**config.mk**
```make
export PLATFORM = sky130hd
export DESIGN_NAME = ert_electrode_scan_sequencer_core
export DESIGN_NICKNAME = d
export VERILOG_FILES = /design/src/ert_pkg.sv /design/src/ert_cfg_regs.sv /design/src/ert_scan_core.sv /design/src/ert_electrode_scan_sequencer_core.sv
export SDC_FILE = /design/constraint.sdc
export NUM_CORES = 1
export LEC_CHECK = 0
export ABC_AREA = 1
export BUFFER_PORTS_ARGS = -buffer_cell sky130_fd_sc_hd__buf_2
export CAP_MARGIN = 20
export CORE_ASPECT_RATIO = 1.2
export CORE_UTILIZATION = 60
export CTS_BUF_LIST = sky130_fd_sc_hd__clkbuf_2 sky130_fd_sc_hd__clkbuf_4 sky130_fd_sc_hd__clkbuf_8
export CTS_CLUSTER_SIZE = 14
export DETAILED_ROUTE_END_ITERATION = 8
export HOLD_SLACK_MARGIN = 0.06
export PLACE_DENSITY_LB_ADDON = 0.2
export SYNTH_ARGS = -nofsm -noshare
export SYNTH_HDL_FRONTEND = slang
export SYNTH_SLANG_ARGS = --single-unit
```
**constraint.sdc**
```tcl
create_clock -name clk -period 2.9 [get_ports clk]
set_input_delay 0.58 -clock clk [delete_from_list [all_inputs] [get_ports clk]]
set_output_delay 0.58 -clock clk [all_outputs]
set_load 0.03 [all_outputs]
```
**src/ert_pkg.sv**
```systemverilog
// Shared types, codes and helper functions for the electrode scan sequencer.
package ert_pkg;

  localparam int unsigned MAX_ELECTRODES = 16;
  localparam logic [4:0] MIN_COUNT = 5'd8;
  localparam logic [4:0] MAX_COUNT = 5'(MAX_ELECTRODES);

  // drive modes
  localparam logic [2:0] MODE_STANDBY   = 3'd0;
  localparam logic [2:0] MODE_CALIBRATE = 3'd1;
  localparam logic [2:0] MODE_ADJACENT  = 3'd2;
  localparam logic [2:0] MODE_PP        = 3'd3;
  localparam logic [2:0] MODE_PP_BOTH   = 3'd4;

  // scan directions
  localparam logic [1:0] DIR_DOWN = 2'd0;
  localparam logic [1:0] DIR_UP   = 2'd1;

  // commands
  localparam logic CMD_START   = 1'b0;
  localparam logic CMD_MEASURE = 1'b1;

  // register indexes
  localparam logic [1:0] REG_DRIVE_MODE      = 2'd0;
  localparam logic [1:0] REG_SCAN_DIRECTION  = 2'd1;
  localparam logic [1:0] REG_ELECTRODE_COUNT = 2'd2;
  localparam logic [1:0] REG_GROUND_OFFSET   = 2'd3;

  // reset values
  localparam logic [2:0]  RST_DRIVE_MODE      = MODE_ADJACENT;
  localparam logic [1:0]  RST_SCAN_DIRECTION  = DIR_UP;
  localparam logic [4:0]  RST_ELECTRODE_COUNT = 5'd16;
  localparam logic [15:0] RST_GROUND_OFFSET   = 16'd31360;

  // initial electrodes for pseudo polar modes
  localparam logic [3:0] PP_SINK     = 4'd7;
  localparam logic [3:0] PP_SENSE_NEG = 4'd1;

  typedef struct packed {
    logic [2:0]  drive_mode;
    logic [1:0]  scan_direction;
    logic [4:0]  count;          // saturated electrode count
    logic [15:0] ground_offset;
  } cfg_t;

  typedef struct packed {
    logic               sample_valid;
    logic signed [15:0] voltage;
    logic [3:0]         sense_pos_used;
    logic [3:0]         source_used;
    logic [3:0]         sink_used;
    logic [7:0]         current_mux_byte;
    logic [7:0]         voltage_mux_byte;
    logic               frame_last;
    logic               mux_disable;
  } res_t;

  function automatic logic [4:0] sat_count(input logic [4:0] c);
    logic [4:0] r;
    r = c;
    if (c < MIN_COUNT) r = MIN_COUNT;
    if (c > MAX_COUNT) r = MAX_COUNT;
    return r;
  endfunction

  function automatic logic [3:0] step_elec(input logic [3:0] v, input logic [4:0] count,
                                           input logic [1:0] dir);
    logic [4:0] inc;
    logic [4:0] top;
    logic [3:0] r;
    inc = {1'b0, v} + 5'd1;
    top = count - 5'd1;
    case (dir)
      DIR_UP:   r = (inc < count) ? inc[3:0] : 4'd0;
      DIR_DOWN: r = (v != 4'd0) ? v - 4'd1 : top[3:0];
      default:  r = v;
    endcase
    return r;
  endfunction

endpackage

```
**src/ert_cfg_regs.sv**
```systemverilog
// Configuration registers of the electrode scan sequencer.
module ert_cfg_regs import ert_pkg::*; (
  input  logic        clk,
  input  logic        rst,
  input  logic        cfg_valid,
  output logic        cfg_ready,
  input  logic [1:0]  cfg_index,
  input  logic [15:0] cfg_data,
  output cfg_t        cfg
);

  logic [2:0]  drive_mode;
  logic [1:0]  scan_direction;
  logic [4:0]  electrode_count;
  logic [15:0] ground_offset;

  assign cfg_ready = 1'b1;

  always_ff @(posedge clk) begin
    if (rst) begin
      drive_mode      <= RST_DRIVE_MODE;
      scan_direction  <= RST_SCAN_DIRECTION;
      electrode_count <= RST_ELECTRODE_COUNT;
      ground_offset   <= RST_GROUND_OFFSET;
    end else if (cfg_valid && cfg_ready) begin
      case (cfg_index)
        REG_DRIVE_MODE:      drive_mode      <= cfg_data[2:0];
        REG_SCAN_DIRECTION:  scan_direction  <= cfg_data[1:0];
        REG_ELECTRODE_COUNT: electrode_count <= cfg_data[4:0];
        REG_GROUND_OFFSET:   ground_offset   <= cfg_data;
        default: ;
      endcase
    end
  end

  always_comb begin
    cfg.drive_mode     = drive_mode;
    cfg.scan_direction = scan_direction;
    cfg.count          = sat_count(electrode_count);
    cfg.ground_offset  = ground_offset;
  end

endmodule

```
**src/ert_scan_core.sv**
```systemverilog
// Electrode position state and per-word result logic.
module ert_scan_core import ert_pkg::*; (
  input  logic        clk,
  input  logic        rst,
  input  cfg_t        cfg,
  input  logic        accept,
  input  logic        cmd,
  input  logic [15:0] adc_raw,
  output res_t        res
);

  logic [3:0] source_pos, sink_pos, sense_pos, sense_neg, step_in_frame;
  logic [3:0] source_pos_next, sink_pos_next, sense_pos_next, sense_neg_next;
  logic [3:0] step_in_frame_next;
  logic       standby;
  logic       frame_end;
  logic [4:0] step_inc;

  assign standby  = (cfg.drive_mode == MODE_STANDBY) || (cfg.drive_mode > MODE_PP_BOTH);
  assign step_inc = {1'b0, step_in_frame} + 5'd1;
  assign frame_end = (step_inc >= cfg.count);

  always_comb begin
    source_pos_next    = source_pos;
    sink_pos_next      = sink_pos;
    sense_pos_next     = sense_pos;
    sense_neg_next     = sense_neg;
    step_in_frame_next = step_in_frame;

    res.sample_valid   = 1'b0;
    res.voltage        = '0;
    res.sense_pos_used = '0;
    res.source_used    = '0;
    res.sink_used      = '0;
    res.frame_last     = 1'b0;
    res.mux_disable    = standby;

    if (cmd == CMD_START) begin
      step_in_frame_next = '0;
      case (cfg.drive_mode)
        MODE_CALIBRATE, MODE_ADJACENT: begin
          source_pos_next = 4'd1;
          sink_pos_next   = 4'd0;
          sense_pos_next  = 4'd1;
          sense_neg_next  = 4'd0;
        end
        MODE_PP: begin
          source_pos_next = 4'd0;
          sink_pos_next   = PP_SINK;
          sense_pos_next  = 4'd0;
          sense_neg_next  = PP_SENSE_NEG;
        end
        MODE_PP_BOTH: begin
          source_pos_next = 4'd0;
          sink_pos_next   = PP_SINK;
          sense_pos_next  = 4'd0;
          sense_neg_next  = PP_SINK;
        end
        default: ;
      endcase
    end else if (!standby) begin
      res.sample_valid   = 1'b1;
      res.voltage        = signed'(adc_raw - cfg.ground_offset);
      res.sense_pos_used = sense_pos;
      res.source_used    = source_pos;
      res.sink_used      = sink_pos;
      res.frame_last     = frame_end;

      sense_pos_next = step_elec(sense_pos, cfg.count, cfg.scan_direction);
      sense_neg_next = step_elec(sense_neg, cfg.count, cfg.scan_direction);
      // calibrate steps drive pair every word, adjacent only at frame end
      if ((cfg.drive_mode == MODE_CALIBRATE) ||
          ((cfg.drive_mode == MODE_ADJACENT) && frame_end)) begin
        source_pos_next = step_elec(source_pos, cfg.count, cfg.scan_direction);
        sink_pos_next   = step_elec(sink_pos, cfg.count, cfg.scan_direction);
      end
      step_in_frame_next = frame_end ? 4'd0 : step_inc[3:0];
    end

    res.current_mux_byte = {sink_pos_next, source_pos_next};
    res.voltage_mux_byte = {sense_neg_next, sense_pos_next};
  end

  always_ff @(posedge clk) begin
    if (rst) begin
      source_pos    <= 4'd1;
      sink_pos      <= 4'd0;
      sense_pos     <= 4'd1;
      sense_neg     <= 4'd0;
      step_in_frame <= 4'd0;
    end else if (accept) begin
      source_pos    <= source_pos_next;
      sink_pos      <= sink_pos_next;
      sense_pos     <= sense_pos_next;
      sense_neg     <= sense_neg_next;
      step_in_frame <= step_in_frame_next;
    end
  end

endmodule

```
**src/ert_electrode_scan_sequencer_core.sv**
```systemverilog
// Electrode scan sequencer top level: handshake and result register.
// A start word (cmd 0) loads the mode's first electrodes; outside standby a
// measure word (cmd 1) returns the offset-corrected voltage tagged with the
// electrodes used plus the mux bytes for the next step. Each input word
// yields exactly one result word, in the cycle after acceptance, from a
// single result register; a new word is accepted whenever that register is
// empty or being read in the same cycle, so throughput is one word per cycle
// under no back-pressure. Configuration writes are registered and must only
// be issued while no result is pending.
module ert_electrode_scan_sequencer_core import ert_pkg::*; (
  input  logic               clk,
  input  logic               rst,
  input  logic               cfg_valid,
  output logic               cfg_ready,
  input  logic [1:0]         cfg_index,
  input  logic [15:0]        cfg_data,
  input  logic               in_valid,
  output logic               in_ready,
  input  logic               cmd,
  input  logic [15:0]        adc_raw,
  output logic               out_valid,
  input  logic               out_ready,
  output logic               sample_valid,
  output logic signed [15:0] voltage,
  output logic [3:0]         sense_pos_used,
  output logic [3:0]         source_used,
  output logic [3:0]         sink_used,
  output logic [7:0]         current_mux_byte,
  output logic [7:0]         voltage_mux_byte,
  output logic               frame_last,
  output logic               mux_disable
);

  cfg_t cfg;
  res_t res;
  res_t res_q;
  logic accept;

  assign in_ready = !out_valid || out_ready;
  assign accept   = in_valid && in_ready;

  ert_cfg_regs u_cfg (
    .clk       (clk),
    .rst       (rst),
    .cfg_valid (cfg_valid),
    .cfg_ready (cfg_ready),
    .cfg_index (cfg_index),
    .cfg_data  (cfg_data),
    .cfg       (cfg)
  );

  ert_scan_core u_core (
    .clk     (clk),
    .rst     (rst),
    .cfg     (cfg),
    .accept  (accept),
    .cmd     (cmd),
    .adc_raw (adc_raw),
    .res     (res)
  );

  always_ff @(posedge clk) begin
    if (rst) begin
      out_valid <= 1'b0;
    end else if (in_ready) begin
      out_valid <= in_valid;
    end
  end

  always_ff @(posedge clk) begin
    if (accept) begin
      res_q <= res;
    end
  end

  assign sample_valid     = res_q.sample_valid;
  assign voltage          = res_q.voltage;
  assign sense_pos_used   = res_q.sense_pos_used;
  assign source_used      = res_q.source_used;
  assign sink_used        = res_q.sink_used;
  assign current_mux_byte = res_q.current_mux_byte;
  assign voltage_mux_byte = res_q.voltage_mux_byte;
  assign frame_last       = res_q.frame_last;
  assign mux_disable      = res_q.mux_disable;

endmodule

```
======== Word-level counts from Yosys, hierarchy flattened ========
Index checks and enable logic that the tools add are counted.
word-level totals
  latch bits .............................. 0
  memories ................................ 0
  ROM bits ................................ 0
  register bits after elaboration ......... 94
  word-level logic and storage cells ...... 101
  bits in writable memories ............... 0
operators by class
  magnitude comparators ................... 8
  divide/modulo/power cells ............... 0
  eq/ne operators ......................... 9
  add/sub/neg operators ................... 11
  mux-type cells .......................... 32
  bitwise gates (word level) .............. 1
  shift-type cells ........................ 0
  $mul .................................... 0
  reduce and logical (&&, ||, !) cells .... 21
operators with widths
  cell                                                                   number
  4-bit two-way mux                                                      21
  4-bit one-hot mux with 2 select lines                                  7
  29-bit two-way mux                                                     1
  4-bit by 1-bit adder with 5-bit output (second input constant)         5
  5-bit < comparator                                                     4
  4-bit by 1-bit subtractor with 4-bit output (second input constant)    5
  4-bit nonzero test                                                     4
  16-bit subtractor                                                      1
  4-bit one-hot mux with 3 select lines                                  1
  5-bit two-way mux                                                      2
  2-bit AND reduction                                                    5
  3-bit by 2-bit == test with 1-bit output (second input constant)       2
  2-bit OR reduction                                                     3
  5-bit greater-or-equal comparator                                      1
  5-bit greater-than comparator (second input constant)                  1
  5-bit by 4-bit < comparator with 1-bit output (second input constant)  1
  2-bit by 1-bit == test with 1-bit output (second input constant)       2
  2-bit == test (second input constant)                                  2
  2-bit zero test                                                        2
  3-bit by 1-bit == test with 1-bit output (second input constant)       1
  3-bit == test (second input constant)                                  1
  3-bit greater-than comparator (second input constant)                  1
  3-bit zero test                                                        1
  1-bit logical OR                                                       3
  other kinds (4)                                                        5

======== Depth between registers and ports, before layout ========
  word-level depth ........................ 9
  depth in mapped cells ................... 21
  mapped depth without buffers ............ 20

======== By module ========
A second synthesis with hierarchy kept.
second synthesis, totals
  cell total of the unflattened synthesis .. 845
  area total of the unflattened synthesis .. 6,249.7 µm²
by module, submodules not included
  module                             area an instance (µm²)  cells an instance  times used  seq. area each (µm²)
  ert_scan_core                      3,631.0                 629                1           400.4
  ert_electrode_scan_sequencer_core  1,458.9                 53                 1           1,431.4
  ert_cfg_regs                       1,159.9                 163                1           520.5

======== Least setup slack after synthesis ========
OpenSTA, ideal clock, no wires.
  path type ............................... in2reg
  start point ............................. input port out_ready
  end point ............................... register res_q, in the netlist current_mux_byte[0], enable pin
  path buffers ............................ 1
  required time ........................... 2.513 ns
  arrival ................................. 1.971 ns
  setup slack ............................. 0.542 ns
  stages on the path ...................... 5
  cell sequence ........................... inv_1 > nand2_1 > nand2_1 > clkinv_1 > buf_2
between the ends
  cells in the longest elaborated chain, start to end .. 2
ends and longest elaborated chain
  what                    RTL line                                 RTL
  start: declaration      ert_electrode_scan_sequencer_core.sv:22  input logic out_ready,
  1-bit logical OR        ert_electrode_scan_sequencer_core.sv:39  assign in_ready = !out_valid || out_ready;
  net in_ready            ert_electrode_scan_sequencer_core.sv:18  output logic in_ready,
  1-bit logical AND       ert_electrode_scan_sequencer_core.sv:40  assign accept = in_valid && in_ready;
  net accept              ert_electrode_scan_sequencer_core.sv:37  logic accept;
  end signal: assignment  ert_electrode_scan_sequencer_core.sv:72  res_q <= res;
  end: declaration        ert_electrode_scan_sequencer_core.sv:36  res_t res_q;
The timed path passes the listed nets, and every way through them passes these cells.
A chain may end at the register's enable or synchronous reset.

======== Worst setup path in the final report ========
  start point ............................. register u_core.step_in_frame[0]
  end point ............................... register u_core.step_in_frame[3]
between the ends
  cells in the longest elaborated chain, start to end .. 5
ends and longest elaborated chain
  what                                        RTL line             RTL
  start: declaration                          ert_scan_core.sv:12  logic [3:0] source_pos, sink_pos, sense_pos, sense_neg, step_in_frame;
  start signal: assignment                    ert_scan_core.sv:96  step_in_frame <= step_in_frame_next;
  4-bit by 1-bit adder with 5-bit output (*)  ert_scan_core.sv:20  assign step_inc = {1'b0, step_in_frame} + 5'd1;
  5-bit greater-or-equal comparator           ert_scan_core.sv:21  assign frame_end = (step_inc >= cfg.count);
  4-bit two-way mux (*)                       ert_scan_core.sv:77  step_in_frame_next = frame_end ? 4'd0 : step_inc[3:0];
  4-bit two-way mux (*)                       ert_scan_core.sv:61  end else if (!standby) begin
  4-bit two-way mux (*)                       ert_scan_core.sv:38  if (cmd == CMD_START) begin
Every way passes the cells marked *; elsewhere a longest branch is shown, timed or not. The select of a mux whose other input is x is not followed.

==> reports/qor.txt <==
most frequent cells in the layout: 171 x nand2_1, 114 x inv_1, 88 x buf_2
CTS Hold Buffers Added: 0
Syn Nets: 875
Pleak: 3.38 nW
Reg-to-Reg Start: u_core.step_in_frame[0]
vias: 5,772
ANT nets after route: 0
TritonRoute pass-1 iters: 6
Async SR Flop Fraction: 0%
Worst VDD drop: 0.319 mV
Fin Hold WS: 0.415 ns
Hold Path Stages: 3
aggregate global-route resource usage: 32.7%
crit start category: flip-flop
Gate power share: 27.1%
Slew Limit Fails: 0
WS Path Type: flip-flop to flip-flop
crit end category: flip-flop
Initial Util: 62.4%
Mean Syn Cell Area: 7.61 µm²
# setup viols final: 0
Gate Count Post-Synth: 792
port buffer count: 88
worst min path class: input pin to flip-flop
# DRC: 0
DP HPWL: 12,200 µm
final worst path period share: 87.2%
r2r endpoint: u_core.step_in_frame[3]
Req. time, crit path: 3.20 ns
synthesis-stage register bit count: 94
via/cell ratio: 5.73
Clock Path Buffers: 2
WHS Endpoint: u_cfg.ground_offset[14]
CTS buffer count: 9
nets@finish: 963
synth top area cells: edfxtp_1 23%, dfxtp_1 16%, nand2_1 11%
internal power: 2.32 mW
worst-margin pin slew: 0.609 ns
layout cells sized above 1: 17.2%
Clock Sinks: 94
clock latency on the worst-skew pair: 0.37 ns
# diodes: 0
Hold Crit Start: cfg_data[14]
row count: 39
Post-Route Setup TNS: 0 ns
min setup slack post-route: 0.371 ns
post-synth top area share: 23.4%
leading cell type in the layout, fill and taps excluded: nand2_1
core area: 0.00966 mm²
Net Sw Frac: 34.5%
fin util: 70.3%
clock slew at reported path FFs: 0.10 ns
Main synth FF type: edfxtp_1
synth warn: 0
I/O pin count: 90
routability cong.: 0.951
Sw Pwr: 1.22 mW
die area: 0.0105 mm²
largest net degree at the start of global routing: 29
first-pass GRT wire length: 26,300 µm
status: finished clean
Final Critical Period: 2.53 ns
overflow left after global routing: 0
Area growth syn-to-layout: 12.7%
Hold Violations, Final: 0
Max Clock Skew: 0.00956 ns
post-synthesis sequential area ratio: 39.0%
post-synthesis cell type count: 47
post-synthesis cell area: 0.00603 mm²
number of global-route vias before repair: 5,685
Root Buffer Master: clkbuf_8
initial drt markers: 344
Flop pwr share: 44.6%
CTS tree: built
max frequency: 0.395 GHz
Synth area leader: edfxtp_1
initial antenna violation count: 0
WP data arrival: 2.83 ns
dpl ws: 0.407 ns
Crit Path Max Fanout: 4
EDFF count, synth: 47
max-cap violation count: 0
Routed WL: 16,200 µm
Die Y: 112 µm
clock share of power: 28.2%
Chip Width: 93.5 µm
Post-CTS Setup Bufs: 0
drt wl/cell: 16.0 µm
RSZ-0062 raised after global routing: false
Worst R2R Path Depth: 11
CTS resizes: 0
PwrDens: 522 mW/mm²
FF-to-FF setup slack: 0.37 ns
Slew headroom: 58.9%
# H-tree levels: 3
synth_stat cells (2+ instances only):
cell type,n
nand2_1,171
inv_1,114
a21oi_1,66
nor2_1,63
o21ai_0,54
nand3_1,51
dfxtp_1,47
edfxtp_1,47
ha_1,42
o21ai_1,16
o211ai_1,15
xor2_1,11
nand4_1,10
buf_2,9
clkbuf_1,8
inv_2,7
a31oi_1,6
nor3_1,6
nand2_2,4
nand3_2,4
nor2_4,4
a21oi_2,3
buf_6,3
nor2_2,3
o21a_1,3
buf_4,2
clkinv_1,2
o21ai_4,2
worst max-delay path by stage:
stage / from / slack (ns) / end / cells after the start
floorplan: out_ready / 0.54 / current_mux_byte[0] / 5
global placement: adc_raw[0] / 0.47 / voltage[12] / 10
detailed placement: adc_raw[0] / 0.41 / voltage[8] / 15
CTS: u_core.step_in_frame[0] / 0.42 / u_core.step_in_frame[3] / 11
global route: u_core.step_in_frame[0] / 0.18 / u_core.sink_pos[1] / 16
finish: u_core.step_in_frame[0] / 0.37 / u_core.step_in_frame[3] / 11
power by group through the flow:
stage	Clock, mW	Combinational [mW]	Sequential (mW)
floorplan	0	0.583	1.71
global placement	0	0.919	1.61
detailed placement	0	0.950	1.61
CTS	1.00	0.953	1.58
global route	1.06	1.07	1.59
finish	1.00	0.962	1.58
state kept, by name, summed over array words and instances (netlist names), 4 cells and up:
| name | flops |
|---|---|
| current_mux_byte | 8 |
| u_cfg.electrode_count | 5 |
| u_core.sense_neg | 4 |
| u_core.source_pos | 4 |
| voltage_mux_byte | 8 |
| u_core.step_in_frame | 4 |
| sink_used | 4 |
| sense_pos_used | 4 |
| u_cfg.ground_offset | 16 |
| source_used | 4 |
| u_core.sink_pos | 4 |
| u_core.sense_pos | 4 |
| voltage | 16 |
worst max-delay path: stages, from the launching register on:
cell	delay [ns]
dfxtp_1	0.46
ha_1	0.22
xor2_1	0.24
ha_1	0.29
a21oi_1	0.20
nand2_1	0.07
nand2_1	0.05
nand2_1	0.06
a21oi_1	0.27
nand3_1	0.17
or2_2	0.30
a21oi_1	0.13
per-layer routing:
metal  track usage, %  routed length, µm  vias to the layer above
met5                0                  0                        -
met4             19.9                762                        0
met3             4.44                977                       57
met2             57.6               8170                      248
met1             37.0               6250                     2673
li1                 -                  -                     2794
final cells by class:
class / count / area [µm²]
multi-input cells: 550 / 3060
well taps: 123 / 154
inverters: 125 / 477
clock buffers: 10 / 131
flip-flops and latches: 94 / 2350
repair buffers: 100 / 531
clock inverters: 6 / 91.3
fillers: 811 / 2870
cells by family (layout without fill, tap and decap cells):
family	Yosys count	in the layout	share of synthesized area (%)
AOI/OAI and AO/OA	171	171	16.0
DFF	94	94	39.0
and+or+nand+nor	323	323	23.7
xor gates and xnor gates	12	12	1.87
other	1	1	0.0622
adders and majority gates	43	43	9.05
buffers and inverters	148	241	10.3
per-stage QoR:
stage,instance area [µm²],instances,power (mW)
6_report,6790,1008,3.55
3_3_place_gp,6570,992,2.53
2_1_floorplan,6030,792,2.30
4_1_cts,6790,1008,3.54
5_1_grt,6790,1008,3.73
3_5_place_dp,6570,992,2.56
Note: power is estimated with default switching activity, not from simulation.
